<file path="config.mk">
export PLATFORM = sky130hd
export DESIGN_NAME = open_addressing_hash_table
export DESIGN_NICKNAME = d
export VERILOG_FILES = /design/src/rtl/oaht_pkg.sv /design/src/rtl/oaht_dp.sv /design/src/rtl/oaht_ctrl.sv /design/src/rtl/open_addressing_hash_table.sv
export SDC_FILE = /design/constraint.sdc
export NUM_CORES = 1
export LEC_CHECK = 0
export CAP_MARGIN = 20
export CORE_MARGIN = 1.5
export CORE_UTILIZATION = 40
export DETAILED_ROUTE_END_ITERATION = 16
export DONT_BUFFER_PORTS = 1
export GPL_TIMING_DRIVEN = 0
export SYNTH_ARGS = -nofsm -noshare
export SYNTH_HDL_FRONTEND = slang
export SYNTH_SLANG_ARGS = --single-unit
export TNS_END_PERCENT = 5
</file>
<file path="constraint.sdc">
create_clock -name i_clk -period 10.25 [get_ports i_clk]
set_clock_uncertainty 0.1 [all_clocks]
set_input_delay 1.025 -clock i_clk [delete_from_list [all_inputs] [get_ports i_clk]]
set_output_delay 1.025 -clock i_clk [all_outputs]
set_load 0.1 [all_outputs]
</file>
<file path="src/rtl/oaht_pkg.sv">
`timescale 1ns / 1ps
// ----------------------------------------------------------------------------
// oaht_pkg
// Types and constants shared by the open addressing hash table modules.
// ----------------------------------------------------------------------------
package oaht_pkg;

    // field widths of the request and response transfers
    localparam int KEY_W    = 31;
    localparam int OP_W     = 2;
    localparam int STATUS_W = 2;
    localparam int SLOT_W   = 4;

    // request operations
    typedef enum logic [OP_W-1:0] {
        OP_INS_LIN  = 2'd0,
        OP_INS_QUAD = 2'd1,
        OP_SEARCH   = 2'd2,
        OP_DELETE   = 2'd3
    } t_op;

    // response status codes
    typedef enum logic [STATUS_W-1:0] {
        STAT_OK   = 2'd0,
        STAT_FULL = 2'd1,
        STAT_MISS = 2'd2
    } t_status;

    // request payload
    typedef struct packed {
        logic [OP_W-1:0]  op;
        logic [KEY_W-1:0] key;
    } t_req;

    // response payload
    typedef struct packed {
        logic [STATUS_W-1:0] status;
        logic [SLOT_W-1:0]   slot;
    } t_rsp;

    // controller states
    typedef enum logic [2:0] {
        S_CLEAR,
        S_IDLE,
        S_HASH,
        S_HOME,
        S_READ,
        S_CHECK,
        S_WRITE,
        S_DONE
    } t_state;

    // commands from controller to datapath
    typedef struct packed {
        logic    load;
        logic    hash_step;
        logic    probe_init;
        logic    probe_next;
        logic    clear_wr;
        logic    slot_wr;
        logic    res_load;
        t_status res_status;
        logic    out_load;
    } t_dp_cmd;

    // status from datapath to controller
    typedef struct packed {
        logic is_insert;
        logic is_delete;
        logic addr_last;
        logic probe_last;
        logic probe_empty;
        logic probe_match;
        logic out_free;
    } t_dp_sts;

endpackage

</file>
<file path="src/rtl/oaht_dp.sv">
`timescale 1ns / 1ps
// ----------------------------------------------------------------------------
// oaht_dp
// Datapath: home slot reduction, probe address sequencing, slot store and
// response register.
// ----------------------------------------------------------------------------
module oaht_dp
    import oaht_pkg::*;
#(
    parameter int TABLE_SIZE = 16
) (
    input  logic    i_clk,
    input  logic    i_rst_n,
    input  t_req    i_req,
    input  t_dp_cmd i_cmd,
    output t_dp_sts o_sts,
    input  logic    i_out_stall,
    output logic    o_out_valid,
    output t_rsp    o_out_data
);

    localparam int SW = (TABLE_SIZE > 1) ? $clog2(TABLE_SIZE) : 1;
    localparam int RW = SW + 1;
    localparam int XW = (SW > SLOT_W) ? SW : SLOT_W;
    localparam int MW = 32;
    localparam int PW = KEY_W + MW;
    localparam logic [RW-1:0] N_R    = RW'(TABLE_SIZE);
    localparam logic [SW-1:0] N_S    = SW'(TABLE_SIZE);
    localparam logic [SW-1:0] LAST_S = SW'(TABLE_SIZE - 1);
    // table size reciprocal rounded up, scaled by 2^(KEY_W+SW), exact quotient
    localparam logic [MW-1:0] RECIP =
        MW'(((64'd1 << (KEY_W + SW)) + 64'(TABLE_SIZE) - 64'd1) / 64'(TABLE_SIZE));

    // slot store: valid mark above the key
    logic [KEY_W:0] r_slot_mem [TABLE_SIZE];
    logic [KEY_W:0] r_rd_word;
    logic [KEY_W:0] mem_wdata;
    logic           mem_we;

    logic [OP_W-1:0]      r_op;
    logic [KEY_W-1:0]     r_key;
    logic [SW-1:0]        r_quot;
    logic [SW-1:0]        r_addr;
    logic [SW-1:0]        r_cnt;
    logic [SW-1:0]        r_dist;
    logic [STATUS_W-1:0]  r_res_status;
    logic [SLOT_W-1:0]    r_res_slot;
    logic                 r_out_valid;
    t_rsp                 r_out_data;

    logic [SW-1:0] n_rem;
    logic [SW-1:0] n_addr;
    logic [SW-1:0] n_dist;
    logic [SW-1:0] lin_addr;
    logic [RW-1:0] quad_sum;
    logic [RW-1:0] dist_sum;
    logic [XW-1:0] addr_ext;
    logic          is_insert;

    assign is_insert = (r_op == OP_INS_LIN) || (r_op == OP_INS_QUAD);

    // home slot from the low quotient bits, only the low SW bits matter
    assign n_rem = r_key[SW-1:0] - r_quot * N_S;

    // next probe address, linear or by growing odd steps for quadratic
    always_comb begin
        lin_addr = (r_addr == LAST_S) ? '0 : r_addr + 1'b1;
        quad_sum = {1'b0, r_addr} + {1'b0, r_dist};
        if (quad_sum >= N_R) begin
            quad_sum = quad_sum - N_R;
        end
        dist_sum = {1'b0, r_dist} + RW'(2);
        if (dist_sum >= N_R) begin
            dist_sum = dist_sum - N_R;
        end
        n_dist = dist_sum[SW-1:0];
        n_addr = (r_op == OP_INS_QUAD) ? quad_sum[SW-1:0] : lin_addr;
    end

    // request capture and quotient by reciprocal multiply
    always_ff @(posedge i_clk) begin
        if (i_cmd.load) begin
            r_op  <= i_req.op;
            r_key <= i_req.key;
        end
        if (i_cmd.hash_step) begin
            r_quot <= SW'((PW'(r_key) * PW'(RECIP)) >> (KEY_W + SW));
        end
    end

    // probe address, probe count and quadratic step
    always_ff @(posedge i_clk) begin
        if (!i_rst_n) begin
            r_addr <= '0;
            r_cnt  <= '0;
            r_dist <= '0;
        end else if (i_cmd.clear_wr) begin
            r_addr <= lin_addr;
        end else if (i_cmd.probe_init) begin
            r_addr <= n_rem;
            r_cnt  <= '0;
            r_dist <= SW'(1);
        end else if (i_cmd.probe_next) begin
            r_addr <= n_addr;
            r_cnt  <= r_cnt + 1'b1;
            r_dist <= n_dist;
        end
    end

    // slot store with registered read
    assign mem_we    = i_cmd.clear_wr || i_cmd.slot_wr;
    assign mem_wdata = i_cmd.clear_wr ? '0 : {is_insert, r_key};

    always_ff @(posedge i_clk) begin
        if (mem_we) begin
            r_slot_mem[r_addr] <= mem_wdata;
        end
        r_rd_word <= r_slot_mem[r_addr];
    end

    // result capture, slot only reported on success
    assign addr_ext = XW'(r_addr);

    always_ff @(posedge i_clk) begin
        if (i_cmd.res_load) begin
            r_res_status <= i_cmd.res_status;
            r_res_slot   <= (i_cmd.res_status == STAT_OK) ? addr_ext[SLOT_W-1:0] : '0;
        end
    end

    // output register
    always_ff @(posedge i_clk) begin
        if (!i_rst_n) begin
            r_out_valid <= 1'b0;
        end else if (i_cmd.out_load) begin
            r_out_valid <= 1'b1;
        end else if (!i_out_stall) begin
            r_out_valid <= 1'b0;
        end
    end

    always_ff @(posedge i_clk) begin
        if (i_cmd.out_load) begin
            r_out_data.status <= r_res_status;
            r_out_data.slot   <= r_res_slot;
        end
    end

    assign o_out_valid = r_out_valid;
    assign o_out_data  = r_out_data;

    // status to the controller
    assign o_sts.is_insert   = is_insert;
    assign o_sts.is_delete   = (r_op == OP_DELETE);
    assign o_sts.addr_last   = (r_addr == LAST_S);
    assign o_sts.probe_last  = (r_cnt == LAST_S);
    assign o_sts.probe_empty = !r_rd_word[KEY_W];
    assign o_sts.probe_match = (r_rd_word[KEY_W-1:0] == r_key);
    assign o_sts.out_free    = !r_out_valid || !i_out_stall;

endmodule

</file>
<file path="src/rtl/oaht_ctrl.sv">
`timescale 1ns / 1ps
// ----------------------------------------------------------------------------
// oaht_ctrl
// Controller: sequences store clearing, home slot reduction, probing,
// writeback and response hand-off.
// ----------------------------------------------------------------------------
module oaht_ctrl
    import oaht_pkg::*;
(
    input  logic    i_clk,
    input  logic    i_rst_n,
    input  logic    i_in_valid,
    output logic    o_in_stall,
    input  t_dp_sts i_sts,
    output t_dp_cmd o_cmd
);

    t_state r_state;
    t_state n_state;

    // state register
    always_ff @(posedge i_clk) begin
        if (!i_rst_n) begin
            r_state <= S_CLEAR;
        end else begin
            r_state <= n_state;
        end
    end

    // next state
    always_comb begin
        n_state = r_state;
        unique case (r_state)
            S_CLEAR: begin
                if (i_sts.addr_last) begin
                    n_state = S_IDLE;
                end
            end
            S_IDLE: begin
                if (i_in_valid) begin
                    n_state = S_HASH;
                end
            end
            S_HASH:  n_state = S_HOME;
            S_HOME:  n_state = S_READ;
            S_READ:  n_state = S_CHECK;
            S_CHECK: begin
                priority if (i_sts.is_insert) begin
                    if (i_sts.probe_empty) begin
                        n_state = S_WRITE;
                    end else if (i_sts.probe_last) begin
                        n_state = S_DONE;
                    end else begin
                        n_state = S_READ;
                    end
                end else if (i_sts.probe_empty) begin
                    n_state = S_DONE;
                end else if (i_sts.probe_match) begin
                    n_state = i_sts.is_delete ? S_WRITE : S_DONE;
                end else if (i_sts.probe_last) begin
                    n_state = S_DONE;
                end else begin
                    n_state = S_READ;
                end
            end
            S_WRITE: n_state = S_DONE;
            S_DONE: begin
                if (i_sts.out_free) begin
                    n_state = S_IDLE;
                end
            end
            default: n_state = S_CLEAR;
        endcase
    end

    // datapath commands
    always_comb begin
        o_cmd            = '0;
        o_cmd.res_status = STAT_OK;
        o_in_stall       = 1'b1;
        unique case (r_state)
            S_CLEAR: o_cmd.clear_wr = 1'b1;
            S_IDLE: begin
                o_in_stall = 1'b0;
                o_cmd.load = i_in_valid;
            end
            S_HASH:  o_cmd.hash_step  = 1'b1;
            S_HOME:  o_cmd.probe_init = 1'b1;
            S_READ:  ;
            S_CHECK: begin
                priority if (i_sts.is_insert) begin
                    if (i_sts.probe_empty) begin
                        o_cmd.res_load = 1'b1;
                    end else if (i_sts.probe_last) begin
                        o_cmd.res_load   = 1'b1;
                        o_cmd.res_status = STAT_FULL;
                    end else begin
                        o_cmd.probe_next = 1'b1;
                    end
                end else if (i_sts.probe_empty) begin
                    o_cmd.res_load   = 1'b1;
                    o_cmd.res_status = STAT_MISS;
                end else if (i_sts.probe_match) begin
                    o_cmd.res_load = 1'b1;
                end else if (i_sts.probe_last) begin
                    o_cmd.res_load   = 1'b1;
                    o_cmd.res_status = STAT_MISS;
                end else begin
                    o_cmd.probe_next = 1'b1;
                end
            end
            S_WRITE: o_cmd.slot_wr  = 1'b1;
            S_DONE:  o_cmd.out_load = i_sts.out_free;
            default: ;
        endcase
    end

endmodule

</file>
<file path="src/rtl/open_addressing_hash_table.sv">
`timescale 1ns / 1ps
// ----------------------------------------------------------------------------
// open_addressing_hash_table
// Open addressing hash table with linear and quadratic insert, linear
// search and delete over TABLE_SIZE key slots.
// ----------------------------------------------------------------------------
//  channel   valid        stall         payload
//  request   i_in_valid   o_in_stall    i_in_data  (t_req: op, key)
//  response  o_out_valid  i_out_stall   o_out_data (t_rsp: status, slot)
//
//  a response is loaded after its request passes the home slot quotient by
//  reciprocal multiply, the home slot, a read and a check for each slot probed
//  (1 to TABLE_SIZE slots), then a writeback if one is needed; the next request
//  can be taken in the cycle after the load, so requests are handled one at a
//  time, and a stalled response delays the load
//  after reset the store is cleared slot by slot, requests stalled
// ----------------------------------------------------------------------------
module open_addressing_hash_table
    import oaht_pkg::*;
#(
    parameter int TABLE_SIZE = 16
) (
    input  logic i_clk,
    input  logic i_rst_n,
    input  logic i_in_valid,
    output logic o_in_stall,
    input  t_req i_in_data,
    output logic o_out_valid,
    input  logic i_out_stall,
    output t_rsp o_out_data
);

    t_dp_cmd dp_cmd;
    t_dp_sts dp_sts;

    // sequencing
    oaht_ctrl u_ctrl (
        .i_clk      (i_clk),
        .i_rst_n    (i_rst_n),
        .i_in_valid (i_in_valid),
        .o_in_stall (o_in_stall),
        .i_sts      (dp_sts),
        .o_cmd      (dp_cmd)
    );

    // hashing, probing and slot store
    oaht_dp #(
        .TABLE_SIZE (TABLE_SIZE)
    ) u_dp (
        .i_clk       (i_clk),
        .i_rst_n     (i_rst_n),
        .i_req       (i_in_data),
        .i_cmd       (dp_cmd),
        .o_sts       (dp_sts),
        .i_out_stall (i_out_stall),
        .o_out_valid (o_out_valid),
        .o_out_data  (o_out_data)
    );

endmodule
</file>
# After elaboration in Yosys (flattened, before gate mapping)
# Memories as Yosys holds them, arrays and structs flattened. A register that Yosys moved wholly into a read port is not among the register bits.
# Cells that the tools add are included.
[word_totals]
output_inout_bits = 8
mem_bits_rw = 512
wordCells = 96
inputBits = 37
mem_count = 1
regBits = 61
[mem_list]
columns = ["memory", "words", "width", "rd", "rd_clocked_by_memory_dff", "wr", "line", "source"]
rows = [
  ["u_dp.r_slot_mem", 16, 32, 1, 1, 1, "oaht_dp.sv:35", "logic [KEY_W:0] r_slot_mem [TABLE_SIZE];"],
]
[op_classes]
n_reduce_logical = 12
n_lt_le_gt_ge = 2
eq_ne = 16
n_addsub = 6
n_bitwise = 1
n_mux = 47
[op_table]
columns = ["operator", "n"]
rows = [
  ["2-to-1 mux 4 bit", 11],
  ["2-to-1 mux 3 bit", 12],
  ["2-to-1 mux 32 bit", 1],
  ["equality test 31 bit", 1],
  ["case mux 3 bit (8 select lines)", 1],
  ["2-to-1 mux 1 bit", 19],
  ["equality test 3 bit, second input constant", 4],
  ["greater-or-equal comparator 5 bit, second input constant", 2],
  ["adder 4 x 1 -> 4 bit, second input constant", 2],
  ["equality test 4 bit, second input constant", 2],
  ["subtractor 4 x 1 -> 4 bit, second input constant", 2],
  ["equality test 3 x 2 -> 1 bit, second input constant", 2],
  ["2-to-1 mux 2 bit", 3],
  ["adder 4 x 2 -> 5 bit, second input constant", 1],
  ["adder 4 x 4 -> 5 bit", 1],
  ["logical NOT 2 bit", 2],
  ["!= test 2 x 1 -> 1 bit, second input constant", 2],
  ["!= test 2 bit, second input constant", 2],
  ["equality test 3 x 1 -> 1 bit, second input constant", 1],
  ["logical NOT 3 bit", 1],
  ["logical OR 1 bit", 3],
  ["AND reduction 3 bit", 1],
  ["nonzero test 3 bit", 1],
  ["equality test 2 x 1 -> 1 bit, second input constant", 1],
  ["5 further kinds", 6],
]

# Depth between registers and ports, before layout
[logic_depth]
ltp_word = 9
depth_mapped = 9
ltp_nobuf = 7

# Hierarchy
# From an unflattened synthesis, not the netlist that was laid out.
[hier_totals]
hier_cells = 1131
hier_area_um2 = 23082.1
[modules_own_cells]
columns = ["mod", "cells_each", "area_each_um2", "instances"]
rows = [
  ["oaht_dp", 1090, 22790.6, 1],
  ["oaht_ctrl", 41, 291.5, 1],
]

# Least setup slack after synthesis
# No wires, ideal clock.
[synth_timing]
path_type = "register to register"
startpoint = "register u_dp.r_addr[1] (netlist: u_dp.addr_ext[1])"
endpoint = "memory u_dp.r_slot_mem[0][0] (netlist name), enable pin"
setup_time_ps = 461
slack_ps = 6219
path_stages_with_launch = 8
arrival_ps = 3470
required_ps = 9689
path_buffers = 3
cell_sequence = "dfxtp_1 buf_2 clkbuf_1 clkbuf_1 inv_1 ha_1 nand2_1 nor3_1"
[synth_rtl]
columns = ["element", "line", "source"]
rows = [
  ["start: declaration", "oaht_dp.sv:43", "logic [SW-1:0] r_addr;"],
  ["start signal: assignment", "oaht_dp.sv:98", "r_addr <= lin_addr;"],
  ["start signal: assignment", "oaht_dp.sv:100", "r_addr <= n_rem;"],
  ["start signal: assignment", "oaht_dp.sv:104", "r_addr <= n_addr;"],
  ["end: declaration", "oaht_dp.sv:35", ""],
]
# Straight into the memory's write port.

# Worst setup path in the final report
[layout_timing]
startpoint = "register u_dp.r_addr[1] (netlist: u_dp.addr_ext[1])"
endpoint = "memory u_dp.r_slot_mem[1][8] (netlist name), enable pin"
# Straight into the memory's write port.

==> impl_summary.txt <==
----------------------------------------------------
[Synthesis]
  Proportion of synthesized flip-flops having asynchronous set or reset ... 0
  Summed instance area of the synthesized netlist ... 23040 um2
  Part of the Yosys area used for sequential elements ... 0.7676
  Number of flops mapped to enable cells by yosys ... 557
  Syn_area_per_cell ... 22.05 um2
  Synthesis warning total ... 0
  Combinational family with the most area after synthesis ... multiplexers
  Most frequently used flop master after synthesis ... sky130_fd_sc_hd__edfxtp_1
  Xor and xnor area share after synthesis ... 0.01444
  Arithmetic-cell share of the synthesized area counting full adders, half adders and majority gates ... 0.005756
  Distinct cell type count after synthesis ... 48
  Compound-cell area share of the yosys netlist ... 0.01341
  Mux cell area share after synthesis ... 0.1577
  Gate count after technology mapping ... 1045
  Number of register bits inferred by synthesis ... 605
  Synthesized netlist net count ... 1092
  Post-Synth Simple-Gate Area ... 0.02927

[STA]
  Final min period ... 3.874 ns
  Tcrit/Tclk final ... 0.3780
  Maximum clock frequency ... 0.2581 GHz
  Final-report hold violation count ... 0
  RSZ-0062 raised after global routing ... false
  Number of setup violations in the final report ... 0
  Final hold slack ... 0.3223 ns
  Slew Limit Headroom ... 0.3008
  Actual transition at the worst max-transition pin ... 1.049 ns
  Max-slew violation total from the final report ... 0
  Final WS setup ... 6.376 ns
  Setup TNS ... 0 ns

[Global routing]
  First-pass GRT wire length ... 78910 um
  Number of global-route vias before repair ... 11100
  Number of antenna violations at the first check in global routing ... 0
  Maximum number of pins on one net before global-route repair ... 22
  Total global routing overflow ... 0
  GRT Util Overall ... 0.1865

[CTS]
  Number of gates given a new drive strength after cts ... 0
  Count of clock tree sinks ... 605
  CTS root buffer ... sky130_fd_sc_hd__clkbuf_16
  Clock Pin Slew Worst Setup and Hold Paths ... 0.06 ns
  CTS tree ... yes
  Hold buffers post-CTS ... 0
  Inserted Clock Buffers ... 60
  Buffers inserted during post-CTS setup optimization ... 0
  Insertion delay of the later-clocked pin in the worst-skew pair ... 0.64 ns
  Maximum count of clock buffers along a single path ... 3
  CTS H-Tree Depth ... 2

[Routing]
  Antenna viol nets, final ... 0
  Length of the first detailed-routing pass in iterations ... 7
  Average wire length per cell after detail routing ... 27.65 um
  Count of unresolved DRC violations after routing ... 0
  Routed Wire Length ... 54000 um
  Post-detailed-route via-to-cell ratio ... 5.538
  Total vias in the final route ... 10820
  1st-iter DRT viols ... 1169

[Floorplanning]
  Floorplan row count ... 87
  Die Area ... 59050 um2
  Core Region ... 56710 um2
  I/O pins ... 45
  Die outline width ... 243.0 um
  Height of the die ... 243.0 um
  Effective utilization at floorplan ... 0.4063

[Cells and area]
  Area Growth Syn to Fin ... 15.59%
  Top library cells by usage in the layout, fill and taps aside ... sky130_fd_sc_hd__edfxtp_1 (557), sky130_fd_sc_hd__mux4_2 (160), sky130_fd_sc_hd__clkbuf_16 (60), sky130_fd_sc_hd__clkbuf_1 (49), sky130_fd_sc_hd__dfxtp_1 (48)
  Leading cell type in the layout, fill and taps excluded ... sky130_fd_sc_hd__edfxtp_1
  Ratio of cells with drive above 1 in the final layout ... 0.2715
  Diodes inserted ... 0
  Final Instance Count excl. Fillers ... 1953
  Layout Nets ... 1194

[Setup path]
  Crit Reg-Reg Startpoint ... u_dp.addr_ext[1]$_SDFFE_PN0P_
  Worst Path Class, Setup ... reg -> reg
  Reg-to-reg slack, setup ... 6.38 ns
  Largest fanout of any net on the critical path ... 10
  Arrival time reported for the critical path endpoint ... 4.16 ns
  Startpoint kind of the worst setup timing path ... register
  Endpoint class of the critical path ... register
  Critical Path RT ... 10.53 ns
  Logic depth of the worst register-to-register path ... 9
  Reg2Reg Capture Point ... u_dp.r_slot_mem[1][8]$_DFFE_PP_

[Placed design]
  Final Wtd Congestion ... 0.7847
  Post-DP HPWL ... 34800 um
  Count of input and output buffers ... 0
  Placed Cells incl. Taps ... 1839
  Pre-CTS WS ... 6.377 ns

[Pwr]
  Reported leakage power ... 8.982 nW
  Total power ... 5.183 mW
  Maximum VDD drop ... 0.1464 mV
  Power per unit of standard cell area ... 194.6 nW/um2

[Outcome]
  Status ... finished, final reports clean

[Hold path]
  Path type of the worst min-delay path ... reg -> reg
  Endpoint of the worst hold path ... u_dp.o_out_data[0]$_DFFE_PP_
  HP Start ... u_dp.r_res_slot[0]$_SDFFCE_PP0P_
  Min-Delay Path Depth ... 0

[Run]
  Max_cap viols ... 0

----------------------------------------------------
## worst max-delay path, cell delays in order, from the launching register on
cell                       delay (ns)
sky130_fd_sc_hd__dfxtp_1         0.44
sky130_fd_sc_hd__buf_2           0.27
sky130_fd_sc_hd__clkbuf_1        0.65
sky130_fd_sc_hd__clkbuf_1        0.71
sky130_fd_sc_hd__inv_1           0.28
sky130_fd_sc_hd__ha_1            0.28
sky130_fd_sc_hd__nand2_1         0.26
sky130_fd_sc_hd__nor3_2          0.21
sky130_fd_sc_hd__buf_6           0.24
sky130_fd_sc_hd__buf_6           0.16
## sequential cells by signal, summed over array words and instances, names as in the netlist
name,cells
u_dp.r_slot_mem,512
u_dp.r_rd_word,32
u_dp.r_key,31
u_dp.o_out_data,6
u_dp.addr_ext,4
u_dp.r_cnt,4
u_dp.r_dist,4
u_dp.r_res_slot,4
u_ctrl.r_state,3
u_dp.r_op,2
u_dp.r_res_status,2
u_dp.o_out_valid,1
## synthesized netlist by cell type, types with 2 or more instances
cell / count / share of area
sky130_fd_sc_hd__and3_1: 6 / 0.0016
sky130_fd_sc_hd__xnor2_1: 2 / 0.00076
sky130_fd_sc_hd__o21ai_1: 3 / 0.00065
sky130_fd_sc_hd__xor2_1: 36 / 0.014
sky130_fd_sc_hd__nand2b_1: 2 / 0.00054
sky130_fd_sc_hd__nand2_1: 26 / 0.0042
sky130_fd_sc_hd__edfxtp_1: 557 / 0.73
sky130_fd_sc_hd__nor4_1: 5 / 0.0014
sky130_fd_sc_hd__a21oi_1: 15 / 0.0033
sky130_fd_sc_hd__buf_6: 7 / 0.0034
sky130_fd_sc_hd__a21o_1: 2 / 0.00065
sky130_fd_sc_hd__a221oi_1: 2 / 0.00076
sky130_fd_sc_hd__nor3_1: 10 / 0.0022
sky130_fd_sc_hd__clkbuf_1: 26 / 0.0042
sky130_fd_sc_hd__nor2_1: 27 / 0.0044
sky130_fd_sc_hd__buf_2: 10 / 0.0022
sky130_fd_sc_hd__or3_1: 4 / 0.0011
sky130_fd_sc_hd__nand3_1: 6 / 0.0013
sky130_fd_sc_hd__a31oi_1: 4 / 0.0011
sky130_fd_sc_hd__mux4_2: 160 / 0.16
sky130_fd_sc_hd__inv_1: 7 / 0.0011
sky130_fd_sc_hd__dfxtp_1: 48 / 0.042
sky130_fd_sc_hd__buf_1: 5 / 0.00081
sky130_fd_sc_hd__and2_1: 32 / 0.0087
sky130_fd_sc_hd__mux2i_1: 3 / 0.0013
sky130_fd_sc_hd__o21ai_0: 8 / 0.0017
sky130_fd_sc_hd__nor4_2: 3 / 0.0016
sky130_fd_sc_hd__ha_1: 9 / 0.0049
## layout make-up
| cell class | instances | area, um2 |
|---|---|---|
| multi-input cells | 385 | 5191 |
| fillers | 4630 | 30080 |
| plain buffers | 48 | 245.2 |
| flip-flops and latches | 605 | 17690 |
| well taps | 756 | 945.9 |
| repair buffers | 40 | 650.6 |
| clock inverters | 20 | 173.9 |
| inverters | 7 | 26.28 |
| clock buffers | 92 | 1712 |
## metal layers
metal  global-route usage  up-vias  wire length, um
li1                     -     4541                -
met1               0.2627     5871            23840
met2               0.3072      331            26550
met3              0.03030       72             2641
met4              0.04019        0              965
met5                    0        -                0
## power by group
group          leakage, nW  total, mW  internal, mW  switching (mW)
Sequential            6.04       2.76          2.74          0.0225
Combinational         2.01      0.305         0.132           0.173
Clock                0.928       2.12          1.20           0.920
Total                 8.98       5.18          4.07            1.12
## logic make-up (layout without fill, tap and decap cells)
| kind of cell | Yosys count | after routing |
|---|---|---|
| AOI/OAI and AO/OA | 47 | 47 |
| xor gates and xnor gates | 38 | 38 |
| adders and majority gates | 10 | 10 |
| buffers and inverters | 55 | 207 |
| DFF | 605 | 605 |
| muxes | 163 | 163 |
| and+or+nand+nor | 127 | 127 |
## through the flow
| step | area [um2] | util |
|---|---|---|
| after floorplan | 23040 | - |
| after global placement | 23990 | 0.4229 |
| after detailed placement | 24720 | 0.4359 |
| after CTS | 26610 | 0.4691 |
| after global routing | 26630 | 0.4696 |
| final | 26630 | 0.4696 |
## worst max-delay path by stage
stage / endpoint / slack (ns) / from
floorplan: u_dp.r_slot_mem[0][0]$_DFFE_PP_ / 6.22 / u_dp.addr_ext[1]$_SDFFE_PN0P_
global placement: u_dp.r_slot_mem[0][14]$_DFFE_PP_ / 2.32 / u_dp.addr_ext[1]$_SDFFE_PN0P_
detailed placement: u_dp.r_slot_mem[1][14]$_DFFE_PP_ / 6.38 / u_dp.addr_ext[1]$_SDFFE_PN0P_
CTS: u_dp.r_slot_mem[1][8]$_DFFE_PP_ / 6.34 / u_dp.addr_ext[1]$_SDFFE_PN0P_
global route: u_dp.r_slot_mem[1][9]$_DFFE_PP_ / 6.25 / u_dp.addr_ext[1]$_SDFFE_PN0P_
finish: u_dp.r_slot_mem[1][8]$_DFFE_PP_ / 6.38 / u_dp.addr_ext[1]$_SDFFE_PN0P_
Note: power is estimated with default switching activity, not from simulation.
